<file path="src/rtl/gdic_pkg.sv">
package gdic_pkg;

   // Field widths
   localparam int AxisW     = 16;
   localparam int TrigW     = 15;
   localparam int ButtonW   = 15;
   localparam int AlphaW    = 17;
   localparam int CsrIndexW = 3;
   localparam int CsrDataW  = 20;

   // Full-scale smoothing weight (alpha = 1.0)
   localparam logic [AlphaW-1:0] AlphaOne = 17'h10000;

   // Register reset values
   localparam logic [5:0]          AxisSelectReset   = 6'd1;
   localparam logic [1:0]          InvertModeReset   = 2'd0;
   localparam logic [TrigW-1:0]    DeadzoneReset     = 15'd1638;
   localparam logic [AlphaW-1:0]   AlphaReset        = 17'd13107;
   localparam logic [19:0]         ButtonSelectReset = 20'd8981;

   // Register indexes on the csr port
   typedef enum logic [CsrIndexW-1:0] {
      REG_AXIS_SELECT    = 3'd0,
      REG_INVERT_MODE    = 3'd1,
      REG_DEADZONE_LEVEL = 3'd2,
      REG_SMOOTH_ALPHA   = 3'd3,
      REG_BUTTON_SELECT  = 3'd4
   } csr_index_type;

   // Axis source codes; the two remaining codes select nothing
   typedef enum logic [2:0] {
      AXIS_LEFT_X     = 3'd0,
      AXIS_LEFT_Y     = 3'd1,
      AXIS_RIGHT_X    = 3'd2,
      AXIS_RIGHT_Y    = 3'd3,
      AXIS_LEFT_TRIG  = 3'd4,
      AXIS_RIGHT_TRIG = 3'd5
   } axis_code_type;

   localparam logic [3:0] ButtonNone = 4'd15;

   typedef struct packed {
      logic signed [AxisW-1:0] left_x;
      logic signed [AxisW-1:0] left_y;
      logic signed [AxisW-1:0] right_x;
      logic signed [AxisW-1:0] right_y;
      logic [TrigW-1:0]        left_trig;
      logic [TrigW-1:0]        right_trig;
   } sample_type;

   // Conditioned intent waiting for the smoothing stage
   typedef struct packed {
      logic signed [AxisW-1:0] lin;
      logic signed [AxisW-1:0] ang;
      logic                    boost;
      logic                    stop;
      logic                    pulse;
      logic                    toggle;
      logic                    hold;
      logic                    conn;
   } intent_type;

   // Select one axis of the sample; triggers are zero-extended
   function automatic logic signed [AxisW-1:0] pick_axis(sample_type s, logic [2:0] code);
      logic signed [AxisW-1:0] v;
      case (code)
         AXIS_LEFT_X:     v = s.left_x;
         AXIS_LEFT_Y:     v = s.left_y;
         AXIS_RIGHT_X:    v = s.right_x;
         AXIS_RIGHT_Y:    v = s.right_y;
         AXIS_LEFT_TRIG:  v = $signed({1'b0, s.left_trig});
         AXIS_RIGHT_TRIG: v = $signed({1'b0, s.right_trig});
         default:         v = '0;
      endcase
      return v;
   endfunction

   // Optional saturating negate, then deadzone
   function automatic logic signed [AxisW-1:0] condition(logic signed [AxisW-1:0] v_raw,
                                                         logic neg,
                                                         logic [TrigW-1:0] dz);
      logic signed [AxisW-1:0] v;
      logic [AxisW-1:0]        mag;
      v = v_raw;
      if (neg) begin
         v = (v_raw == 16'sh8000) ? 16'sh7fff : -v_raw;
      end
      // the most negative value reads as magnitude 0x8000
      mag = v[AxisW-1] ? (~v + 16'd1) : v;
      if (mag < {1'b0, dz}) begin
         v = '0;
      end
      return v;
   endfunction

   function automatic logic pick_button(logic [ButtonW-1:0] bits, logic [3:0] code);
      logic b;
      if (code == ButtonNone) begin
         b = 1'b0;
      end else begin
         b = bits[code];
      end
      return b;
   endfunction

endpackage

</file>
<file path="src/rtl/gamepad_drive_intent_conditioner_top.sv">
// Gamepad drive intent conditioner.
// Request channel (req_*): one gamepad sample per word, valid/ready.
// Response channel (rsp_*): one drive intent per sample, in order.
// Config channel (csr_*): csr_index selects the register, csr_data carries
// its value in the low bits; always ready, write only while no word is in
// flight.
// An accepted sample passes through the input stage and the result register.
// Throughput: one sample per clock while the receiver keeps rsp_ready high;
// the input stage and the result register each hold one word, and the
// smoothing loop (one 18x17 multiply per axis plus an add) is combinational.
// A stalled receiver holds the result register; the input stage still takes
// one more word and then req_ready drops until the result is taken.
// Reset restores register defaults, clears the smoothing state and empties
// both stages.
module gamepad_drive_intent_conditioner_top (
   input  logic                                 clock,
   input  logic                                 reset,
   // config
   input  logic                                 csr_valid,
   output logic                                 csr_ready,
   input  logic [gdic_pkg::CsrIndexW-1:0]       csr_index,
   input  logic [gdic_pkg::CsrDataW-1:0]        csr_data,
   // request
   input  logic                                 req_valid,
   output logic                                 req_ready,
   input  logic signed [gdic_pkg::AxisW-1:0]    req_left_x,
   input  logic signed [gdic_pkg::AxisW-1:0]    req_left_y,
   input  logic signed [gdic_pkg::AxisW-1:0]    req_right_x,
   input  logic signed [gdic_pkg::AxisW-1:0]    req_right_y,
   input  logic [gdic_pkg::TrigW-1:0]           req_left_trig,
   input  logic [gdic_pkg::TrigW-1:0]           req_right_trig,
   input  logic [gdic_pkg::ButtonW-1:0]         req_button_bits,
   input  logic                                 req_connected,
   // response
   output logic                                 rsp_valid,
   input  logic                                 rsp_ready,
   output logic signed [gdic_pkg::AxisW-1:0]    rsp_linear_cmd,
   output logic signed [gdic_pkg::AxisW-1:0]    rsp_angular_cmd,
   output logic                                 rsp_boost_on,
   output logic                                 rsp_stop_on,
   output logic                                 rsp_pulse_on,
   output logic                                 rsp_toggle_on,
   output logic                                 rsp_hold_on
);

   logic [5:0]                        axis_sel_ff,   axis_sel_in;
   logic [1:0]                        invert_ff,     invert_in;
   logic [gdic_pkg::TrigW-1:0]        deadzone_ff,   deadzone_in;
   logic [gdic_pkg::AlphaW-1:0]       alpha_ff,      alpha_in;
   logic [19:0]                       btn_sel_ff,    btn_sel_in;

   logic                              a_vld_ff, a_vld_in;
   gdic_pkg::intent_type              a_item_ff, a_item_in;
   logic                              out_vld_ff, out_vld_in;
   gdic_pkg::intent_type              out_item_ff, out_item_in;

   gdic_pkg::sample_type              sample;
   logic                              req_take;
   logic                              out_free;
   logic                              a_adv;
   logic signed [gdic_pkg::AxisW-1:0] lin_next;
   logic signed [gdic_pkg::AxisW-1:0] ang_next;
   logic                              stop_now;

   // Handshake control
   assign csr_ready = 1'b1;
   assign out_free  = !out_vld_ff || rsp_ready;
   assign a_adv     = a_vld_ff && out_free;
   assign req_ready = !a_vld_ff || out_free;
   assign req_take  = req_valid && req_ready;

   // Config register writes
   always_comb begin
      axis_sel_in = axis_sel_ff;
      invert_in   = invert_ff;
      deadzone_in = deadzone_ff;
      alpha_in    = alpha_ff;
      btn_sel_in  = btn_sel_ff;
      if (csr_valid && csr_ready) begin
         case (csr_index)
            gdic_pkg::REG_AXIS_SELECT:    axis_sel_in = csr_data[5:0];
            gdic_pkg::REG_INVERT_MODE:    invert_in   = csr_data[1:0];
            gdic_pkg::REG_DEADZONE_LEVEL: deadzone_in = csr_data[gdic_pkg::TrigW-1:0];
            gdic_pkg::REG_SMOOTH_ALPHA:   alpha_in    = csr_data[gdic_pkg::AlphaW-1:0];
            gdic_pkg::REG_BUTTON_SELECT:  btn_sel_in  = csr_data[19:0];
            default: ;
         endcase
      end
   end

   always_ff @(posedge clock) begin
      if (reset) begin
         axis_sel_ff <= gdic_pkg::AxisSelectReset;
         invert_ff   <= gdic_pkg::InvertModeReset;
         deadzone_ff <= gdic_pkg::DeadzoneReset;
         alpha_ff    <= gdic_pkg::AlphaReset;
         btn_sel_ff  <= gdic_pkg::ButtonSelectReset;
      end else begin
         axis_sel_ff <= axis_sel_in;
         invert_ff   <= invert_in;
         deadzone_ff <= deadzone_in;
         alpha_ff    <= alpha_in;
         btn_sel_ff  <= btn_sel_in;
      end
   end

   // Select, negate and deadzone the axes; pick buttons; apply disconnect
   always_comb begin
      sample.left_x     = req_left_x;
      sample.left_y     = req_left_y;
      sample.right_x    = req_right_x;
      sample.right_y    = req_right_y;
      sample.left_trig  = req_left_trig;
      sample.right_trig = req_right_trig;

      a_item_in.lin    = gdic_pkg::condition(gdic_pkg::pick_axis(sample, axis_sel_ff[2:0]),
                                             invert_ff[0], deadzone_ff);
      a_item_in.ang    = gdic_pkg::condition(gdic_pkg::pick_axis(sample, axis_sel_ff[5:3]),
                                             invert_ff[1], deadzone_ff);
      a_item_in.conn   = req_connected;
      a_item_in.boost  = req_connected &&
                         gdic_pkg::pick_button(req_button_bits, btn_sel_ff[3:0]);
      a_item_in.stop   = !req_connected ||
                         gdic_pkg::pick_button(req_button_bits, btn_sel_ff[7:4]);
      a_item_in.pulse  = req_connected &&
                         gdic_pkg::pick_button(req_button_bits, btn_sel_ff[11:8]);
      a_item_in.toggle = req_connected &&
                         gdic_pkg::pick_button(req_button_bits, btn_sel_ff[15:12]);
      a_item_in.hold   = req_connected &&
                         gdic_pkg::pick_button(req_button_bits, btn_sel_ff[19:16]);
   end

   // Input stage valid
   always_comb begin
      a_vld_in = a_vld_ff;
      if (req_take) begin
         a_vld_in = 1'b1;
      end else if (a_adv) begin
         a_vld_in = 1'b0;
      end
   end

   // Smoothing lanes, each holding its own previous value
   gdic_smooth u_lin_smooth (
      .clock    (clock),
      .reset    (reset),
      .advance  (a_adv),
      .keep     (a_item_ff.conn),
      .cur      (a_item_ff.lin),
      .alpha    (alpha_ff),
      .next_val (lin_next)
   );

   gdic_smooth u_ang_smooth (
      .clock    (clock),
      .reset    (reset),
      .advance  (a_adv),
      .keep     (a_item_ff.conn),
      .cur      (a_item_ff.ang),
      .alpha    (alpha_ff),
      .next_val (ang_next)
   );

   // Result word: stop zeroes the commands
   assign stop_now = a_item_ff.stop;

   always_comb begin
      out_item_in     = a_item_ff;
      out_item_in.lin = stop_now ? '0 : lin_next;
      out_item_in.ang = stop_now ? '0 : ang_next;
   end

   always_comb begin
      out_vld_in = out_vld_ff;
      if (a_adv) begin
         out_vld_in = 1'b1;
      end else if (rsp_ready) begin
         out_vld_in = 1'b0;
      end
   end

   always_ff @(posedge clock) begin
      if (reset) begin
         a_vld_ff   <= 1'b0;
         out_vld_ff <= 1'b0;
      end else begin
         a_vld_ff   <= a_vld_in;
         out_vld_ff <= out_vld_in;
      end
   end

   // Payload registers
   always_ff @(posedge clock) begin
      if (req_take) begin
         a_item_ff <= a_item_in;
      end
      if (a_adv) begin
         out_item_ff <= out_item_in;
      end
   end

   assign rsp_valid       = out_vld_ff;
   assign rsp_linear_cmd  = out_item_ff.lin;
   assign rsp_angular_cmd = out_item_ff.ang;
   assign rsp_boost_on    = out_item_ff.boost;
   assign rsp_stop_on     = out_item_ff.stop;
   assign rsp_pulse_on    = out_item_ff.pulse;
   assign rsp_toggle_on   = out_item_ff.toggle;
   assign rsp_hold_on     = out_item_ff.hold;

   a_stop_zeroes: assert property (@(posedge clock) disable iff (reset)
      rsp_valid && rsp_stop_on |-> rsp_linear_cmd == '0 && rsp_angular_cmd == '0)
      else $error("stop word carries nonzero drive command");

   a_input_holds: assert property (@(posedge clock) disable iff (reset)
      a_vld_ff && !out_free |=> a_vld_ff && $stable(a_item_ff))
      else $error("input stage lost or changed a blocked word");

   a_disc_flags: assert property (@(posedge clock) disable iff (reset)
      a_vld_ff && !a_item_ff.conn |-> a_item_ff.stop && !a_item_ff.boost &&
                                      !a_item_ff.pulse && !a_item_ff.toggle &&
                                      !a_item_ff.hold)
      else $error("disconnected word without safe flags");

endmodule

</file>
<file path="src/rtl/gdic_smooth.sv">
module gdic_smooth (
   input  logic                                 clock,
   input  logic                                 reset,
   input  logic                                 advance,
   input  logic                                 keep,
   input  logic signed [gdic_pkg::AxisW-1:0]    cur,
   input  logic [gdic_pkg::AlphaW-1:0]          alpha,
   output logic signed [gdic_pkg::AxisW-1:0]    next_val
);

   logic signed [gdic_pkg::AxisW-1:0]   prev_ff;
   logic signed [gdic_pkg::AxisW-1:0]   prev_in;
   logic [gdic_pkg::AlphaW-1:0]         alpha_eff;
   logic signed [gdic_pkg::AxisW:0]     diff;
   logic signed [34:0]                  prod;
   logic signed [34:0]                  rounded;
   logic signed [18:0]                  sum_wide;

   // Clamp the weight to 1.0
   assign alpha_eff = (alpha > gdic_pkg::AlphaOne) ? gdic_pkg::AlphaOne : alpha;

   // prev + round(alpha * (cur - prev) / 65536), ties toward plus infinity
   assign diff     = {cur[gdic_pkg::AxisW-1], cur} - {prev_ff[gdic_pkg::AxisW-1], prev_ff};
   assign prod     = $signed({1'b0, alpha_eff}) * diff;
   assign rounded  = prod + 35'sd32768;
   assign sum_wide = {{3{prev_ff[gdic_pkg::AxisW-1]}}, prev_ff} + rounded[34:16];
   assign next_val = sum_wide[gdic_pkg::AxisW-1:0];

   // Take the new value, or clear on disconnect
   always_comb begin
      prev_in = prev_ff;
      if (advance) begin
         prev_in = keep ? next_val : '0;
      end
   end

   always_ff @(posedge clock) begin
      if (reset) begin
         prev_ff <= '0;
      end else begin
         prev_ff <= prev_in;
      end
   end

   a_clear_on_drop: assert property (@(posedge clock) disable iff (reset)
      advance && !keep |=> prev_ff == '0)
      else $error("smoothing state not cleared on disconnect");

   a_hold_when_idle: assert property (@(posedge clock) disable iff (reset)
      !advance |=> $stable(prev_ff))
      else $error("smoothing state moved without an advancing word");

endmodule
</file>
<file path="config.mk">
export PLATFORM = sky130hd
export DESIGN_NAME = gamepad_drive_intent_conditioner_top
export DESIGN_NICKNAME = d
export VERILOG_FILES = /design/src/rtl/gdic_pkg.sv /design/src/rtl/gamepad_drive_intent_conditioner_top.sv /design/src/rtl/gdic_smooth.sv
export SDC_FILE = /design/constraint.sdc
export NUM_CORES = 2
export LEC_CHECK = 0
export ABC_AREA = 1
export BUFFER_PORTS_ARGS = -buffer_cell sky130_fd_sc_hd__buf_2
export CAP_MARGIN = 20
export CORE_MARGIN = 10
export CORE_UTILIZATION = 65
export DETAILED_ROUTE_END_ITERATION = 10
export PLACE_DENSITY = 0.86
export RECOVER_POWER = 50
export SLEW_MARGIN = 25
export SYNTH_ARGS = -nofsm -noshare
export SYNTH_HDL_FRONTEND = slang
export SYNTH_SLANG_ARGS = --single-unit
</file>
<file path="constraint.sdc">
create_clock -name clock -period 12 [get_ports clock]
set_input_delay 1.8 -clock clock [delete_from_list [all_inputs] [get_ports clock]]
set_output_delay 1.8 -clock clock [all_outputs]
set_load 0.02 [all_outputs]
</file>
### Word level (Yosys, flattened, before mapping)

Cells that the tools add are included.

| word-level totals | value |
|---|---|
| output and inout port bits | 40 |
| logic and storage cells | 119 |
| bits of input ports | 138 |
| register bits | 169 |

| cells by class | value |
|---|---|
| bitwise logic cells | 2 |
| multiply operators | 2 |
| add/subtract/negate cells | 10 |
| order comparisons | 8 |
| muxes and demuxes | 30 |
| reductions and logical operators | 22 |
| eq/ne operators | 21 |

Operator list:

| cell | count |
|---|---|
| case mux 16 bit (6 select lines) | 2 |
| two-way mux 16 bit | 8 |
| adder 32 x 17 -> 32 bit (second input constant) | 2 |
| multiplier 18 x 17 -> 32 bit | 2 |
| subtractor 16 x 16 -> 17 bit | 2 |
| adder 16 x 1 -> 16 bit (second input constant) | 2 |
| adder 16 bit | 2 |
| equality test 16 bit (second input constant) | 2 |
| less-than comparator 16 x 15 -> 1 bit | 2 |
| negator 16 bit | 2 |
| inverter 16 bit | 2 |
| less-than comparator 4 x 5 -> 1 bit (second input constant) | 5 |
| binary-select mux 1 bit (select 4 bit) | 5 |
| equality test 4 bit (second input constant) | 5 |
| equality test 3 x 2 -> 1 bit (second input constant) | 6 |
| > comparator 17 bit (second input constant) | 1 |
| two-way mux 17 bit | 1 |
| equality test 3 bit (second input constant) | 5 |
| two-way mux 1 bit | 14 |
| AND reduction 2 bit | 5 |
| equality test 3 x 1 -> 1 bit (second input constant) | 3 |
| logical NOT 3 bit | 3 |
| logical AND 1 bit | 6 |
| nonzero test 2 bit | 2 |
| other kinds (2) | 6 |

### Depth between registers and ports, before layout

| logic depth | value |
|---|---|
| depth after elaboration | 9 |
| gate-level depth with buffers | 56 |
| depth with buffers taken out | 56 |

### By module

Synthesis repeated with hierarchy kept, for this count alone.

| unflattened totals | value |
|---|---|
| cell total of the unflattened synthesis | 4538 |
| area total of the unflattened synthesis | 32949.1 um^2 |

Modules (own cells, without submodules):

| module | sequential area each (um^2) | area each (um^2) | cells an instance | instances |
|---|---|---|---|---|
| gdic_smooth at u_ang_smooth | 320.3 | 11591.1 | 1552 | 1 |
| gdic_smooth at u_lin_smooth | 320.3 | 11413.4 | 1521 | 1 |
| gamepad_drive_intent_conditioner_top | 3493.4 | 9944.5 | 1465 | 1 |

### Worst setup path before layout

No wires, ideal clock.

| path | value |
|---|---|
| path type | reg-to-reg |
| from | register a_item_ff[6] in the netlist's numbering |
| to | register out_item_ff, in the netlist rsp_angular_cmd[14] (data pin) |
| data arrival time | 8.275 ns |
| slack | 3.459 ns |
| required time | 11.734 ns |
| library setup time | 0.266 ns |
| path buffers | 1 |
| cell stages (with the launch flop) | 41 |
| cell sequence | edfxtp_1 > inv_1 > ha_1 > fa_1 > inv_1 > nand2_1 > a31oi_1 > a31o_2 > xor2_1 > clkbuf_1 > nand2_1 > fa_1 > inv_1 > fa_1 > inv_1 > fa_1 > inv_1 > fa_1 > (+5 left out) > nand4_1 > nor3_1 > a21oi_1 > o21ai_0 > xor2_1 > ha_1 > inv_1 > fa_1 > inv_1 > a31oi_1 > o221ai_1 > a21boi_0 > o21ai_0 > a21oi_1 > o21bai_1 > xor2_1 > inv_1 > nor2_1 |

| on the way | value |
|---|---|
| word-level cells in the longest chain between the ends | 4 |

RTL lines:

| element | RTL line | RTL |
|---|---|---|
| start: declaration | gamepad_drive_intent_conditioner_top.sv:53 | `gdic_pkg::intent_type a_item_ff, a_item_in;` |
| start signal: assignment | gamepad_drive_intent_conditioner_top.sv:195 | `a_item_ff <= a_item_in;` |
| subtractor 16 x 16 -> 17 bit | gdic_smooth.sv:23 | `assign diff = {cur[gdic_pkg::AxisW-1], cur} - {prev_ff[gdic_pkg::AxisW-1], prev_ff};` |
| multiplier 18 x 17 -> 32 bit | gdic_smooth.sv:24 | `assign prod = $signed({1'b0, alpha_eff}) * diff;` |
| adder 32 x 17 -> 32 bit | gdic_smooth.sv:25 | `assign rounded = prod + 35'sd32768;` |
| adder 16 bit | gdic_smooth.sv:26 | `assign sum_wide = {{3{prev_ff[gdic_pkg::AxisW-1]}}, prev_ff} + rounded[34:16];` |
| end signal: assignment | gamepad_drive_intent_conditioner_top.sv:198 | `out_item_ff <= out_item_in;` |
| end: declaration | gamepad_drive_intent_conditioner_top.sv:55 | `gdic_pkg::intent_type out_item_ff, out_item_in;` |

Every way passes these cells.
A chain may end at the register's enable or synchronous reset.

### Worst setup path after layout

| path | value |
|---|---|
| from | register a_item_ff[22] in the netlist's numbering |
| to | register u_lin_smooth.prev_ff[13] in the netlist's numbering |

| on the way | value |
|---|---|
| word-level cells in the longest chain between the ends | 5 |

RTL lines:

| element | RTL line | RTL |
|---|---|---|
| subtractor 16 x 16 -> 17 bit | gdic_smooth.sv:23 |  |
| multiplier 18 x 17 -> 32 bit | gdic_smooth.sv:24 |  |
| adder 32 x 17 -> 32 bit | gdic_smooth.sv:25 |  |
| adder 16 bit | gdic_smooth.sv:26 |  |
| two-way mux 16 bit | gdic_smooth.sv:33 | `prev_in = keep ? next_val : '0;` |
| end signal: assignment | gdic_smooth.sv:41 | `prev_ff <= prev_in;` |
| end: declaration | gdic_smooth.sv:11 | `logic signed [gdic_pkg::AxisW-1:0] prev_ff;` |

Every way passes these cells.

==> run metrics <==
Yosys reg bits 169; clk buf depth 2; Critical Path Stages 51; Die Y 244 µm; XOR/XNOR share of the synthesized area 2.70%; Slew Limit Fails 209; CP max stage delay 510 ps; Starting Density 65.5%; Nets 5477; initial antenna violation count 1; vias in the first global route 30600; grt ovf 0; slew at the pin closest to its max-slew limit 3180 ps; GRT busiest layer met2; largest family of logic cells by synthesized area adder cells; met2 Use GR 53.1%; most common cell in the netlist inv_1; largest net degree at the start of global routing 60; DPL Wire Length 75600 µm; post-synthesis compound-gate area fraction 7.88%; Syn Inst Count 4491; final worst-path cycle share 83.0%; routability cong. 0.998; CTS tree yes; Vias 30600; RR Endpoint u_lin_smooth.prev_ff[13]$_SDFFE_PP0P_; hold_sp a_item_ff[3]$_DFFE_PP_; number of setup buffers added after CTS 0; io pins 178; slowest stage cell, crit path nor2_1; Distinct cells, synth 51; failing checks max-capacitance violations, max-slew violations; syn_nets 5387; Bufs and invs on worst path 9; Remaining DRCs 0; root buffer cell clkbuf_16; Port Buffers 176; crit path to u_lin_smooth.prev_ff[13]$_SDFFE_PP0P_; met3 Usage GRT 6.29%; dpl cell area 34100 µm²; final wirelength 95100 µm; Critical Path Start a_item_ff[22]$_SDFFCE_PN0P_; CTS Sinks 169; post-route ant nets 0; Synth top area share 27.6%; Core ar. 50000 µm²; Final Instance Area 34700 µm²; Req. time, crit path 12260 ps; total CTS buffers 17; Die ar. 59700 µm²; final setup vio count 0; Critical Path End Type flip-flop; first-pass GRT wire length 154000 µm; Worst EP arrival 10210 ps; Final Skew 9.74 ps; RR Startpoint a_item_ff[22]$_SDFFCE_PN0P_; outcome complete, but fails checks; CTS resizes 0; post-synthesis mux area share 0%; normalized max-slew margin -112%; post-synthesis sequential area ratio 12.6%; RSZ-0062 raised after global routing false; final hold vios 0; DRT iter0 DRCs 3182; EDFF count, synth 75; Syn Std Cell Area 32700 µm²; crit path kind reg2reg; setup TNS 0 ps; Row Count 82; Largest delay share family, worst path adder cells; Tmin final 9950 ps; layout cells sized above 1 6.23%; Die W 244 µm; top_reg_cell synth dfxtp_1; Mapped Avg Cell Area 7.29 µm²; DRT Pass-1 Iters 7; hold-fix buffers at CTS 0; adder and majority cell fraction of the synthesized area 39.3%; gr usage total 31.7%; reg2reg path depth 51; met1 Resource Use GR 37.5%; main area contributors after synthesis fa_1 28%, ha_1 12%, inv_1 11%; worst min path class reg2reg; area grow syn2layout 5.91%; hold_ws 423 ps; most instantiated cells after synthesis 964 x inv_1, 911 x nand2_1, 488 x nor2_1, 452 x fa_1, 306 x ha_1; wire per inst 18.1 µm; r2r setup slk 2050 ps; Via density 5.81; post-synthesis simple-gate area fraction 24.1%; maximum fanout along the worst path 10; Setup crit start kind flip-flop; leading area contributor after synthesis fa_1; Max-Cap Viols 5; Crit path top cell by count nand2_1; FMAX 0.100 GHz; Clock Latency Late Sink 450 ps; YS warnings 0; H-tree Lvls 4; Worst-path clk slew 80 ps; Antenna diodes 0; fraction of registers with async set or reset after synthesis 0%
## registers in the layout (all words and copies together) (netlist names), 2 cells and up
| register | flops |
|---|---|
| a_item_ff | 37 |
| btn_sel_ff | 20 |
| alpha_ff | 17 |
| rsp_angular_cmd | 16 |
| rsp_linear_cmd | 16 |
| u_ang_smooth.prev_ff | 16 |
| u_lin_smooth.prev_ff | 16 |
| deadzone_ff | 15 |
| axis_sel_ff | 6 |
| invert_ff | 2 |
## how the worst min path moves through the flow
stage / endpoint / depth (start not counted)
CTS: rsp_pulse_on$_DFFE_PP_ / 0
detailed placement: rsp_pulse_on$_DFFE_PP_ / 0
global placement: rsp_pulse_on$_DFFE_PP_ / 0
global route: rsp_pulse_on$_DFFE_PP_ / 0
floorplan: rsp_boost_on$_DFFE_PP_ / 0
finish: rsp_pulse_on$_DFFE_PP_ / 0
## per-stage QoR
stage	cells	util [%]	setup slack, ps
3_5_place_dp	5234	68.3	2280
3_3_place_gp	5234	68.3	2630
2_1_floorplan	4491	-	3460
6_report	5266	69.4	2050
5_1_grt	5266	69.4	1230
4_1_cts	5266	69.5	2260
## metal layers
metal | vias up | wire, µm | share of wire, %
met5 | - | 17 | 0.018
met4 | 2 | 5870 | 6.2
met3 | 370 | 9550 | 10
met2 | 1745 | 44700 | 47
met1 | 14400 | 35000 | 37
li1 | 14100 | - | -
## logic make-up (layout without fill, tap and decap cells)
group	count (synthesis)	after routing
simple gates	1857	1857
flops	169	169
xor+xnor	101	101
buf+inv	1142	1245
compound gates	463	463
fa+ha+maj	758	758
other cells	1	1
## placed cells by master, fill, tap and decap left out, drive strengths merged, types with 3 or more instances in the layout
cell type    n
o22ai       19
xnor2       26
nand4      104
nand3      240
clkinv      24
fa         452
o2111ai      4
a31oi        8
nand3b      12
edfxtp      75
inv        974
dfxtp       94
nor2       532
nand2      911
o211ai      22
o21a        10
nor4         9
a211oi       3
buf        175
a221oi       4
or2         14
xor2        75
clkinvlp     6
a31o         3
o221ai       7
o31ai        4
a21oi      218
clkbuf      65
and2         4
o21bai      11
nor3        28
ha         306
a21o         5
o21ai      140
## worst register-to-register path: cells and delay by family, from the launching register on
family	cells	cell delay, ps
and+or+nand+nor	23	2560
xor gates and xnor gates	1	210
DFF	1	340
buffers and inverters	9	1100
AOI/OAI and AO/OA	8	1550
adders and majority gates	10	4030
## layout make-up
cell class                      instances  area [µm²]
Multi-Input combinational cell       3180       24200
Fill cell                            4108       15300
Tap cell                              672         841
Timing Repair Buffer                  223        1160
Clock inverter                         15         164
Clock buffer                           17         425
Inverter                              990        3720
Sequential cell                       169        4130
Power is left out: the tool's default activity adds up to more than one toggle a clock period on the data nets, which glitch-free logic cannot reach.
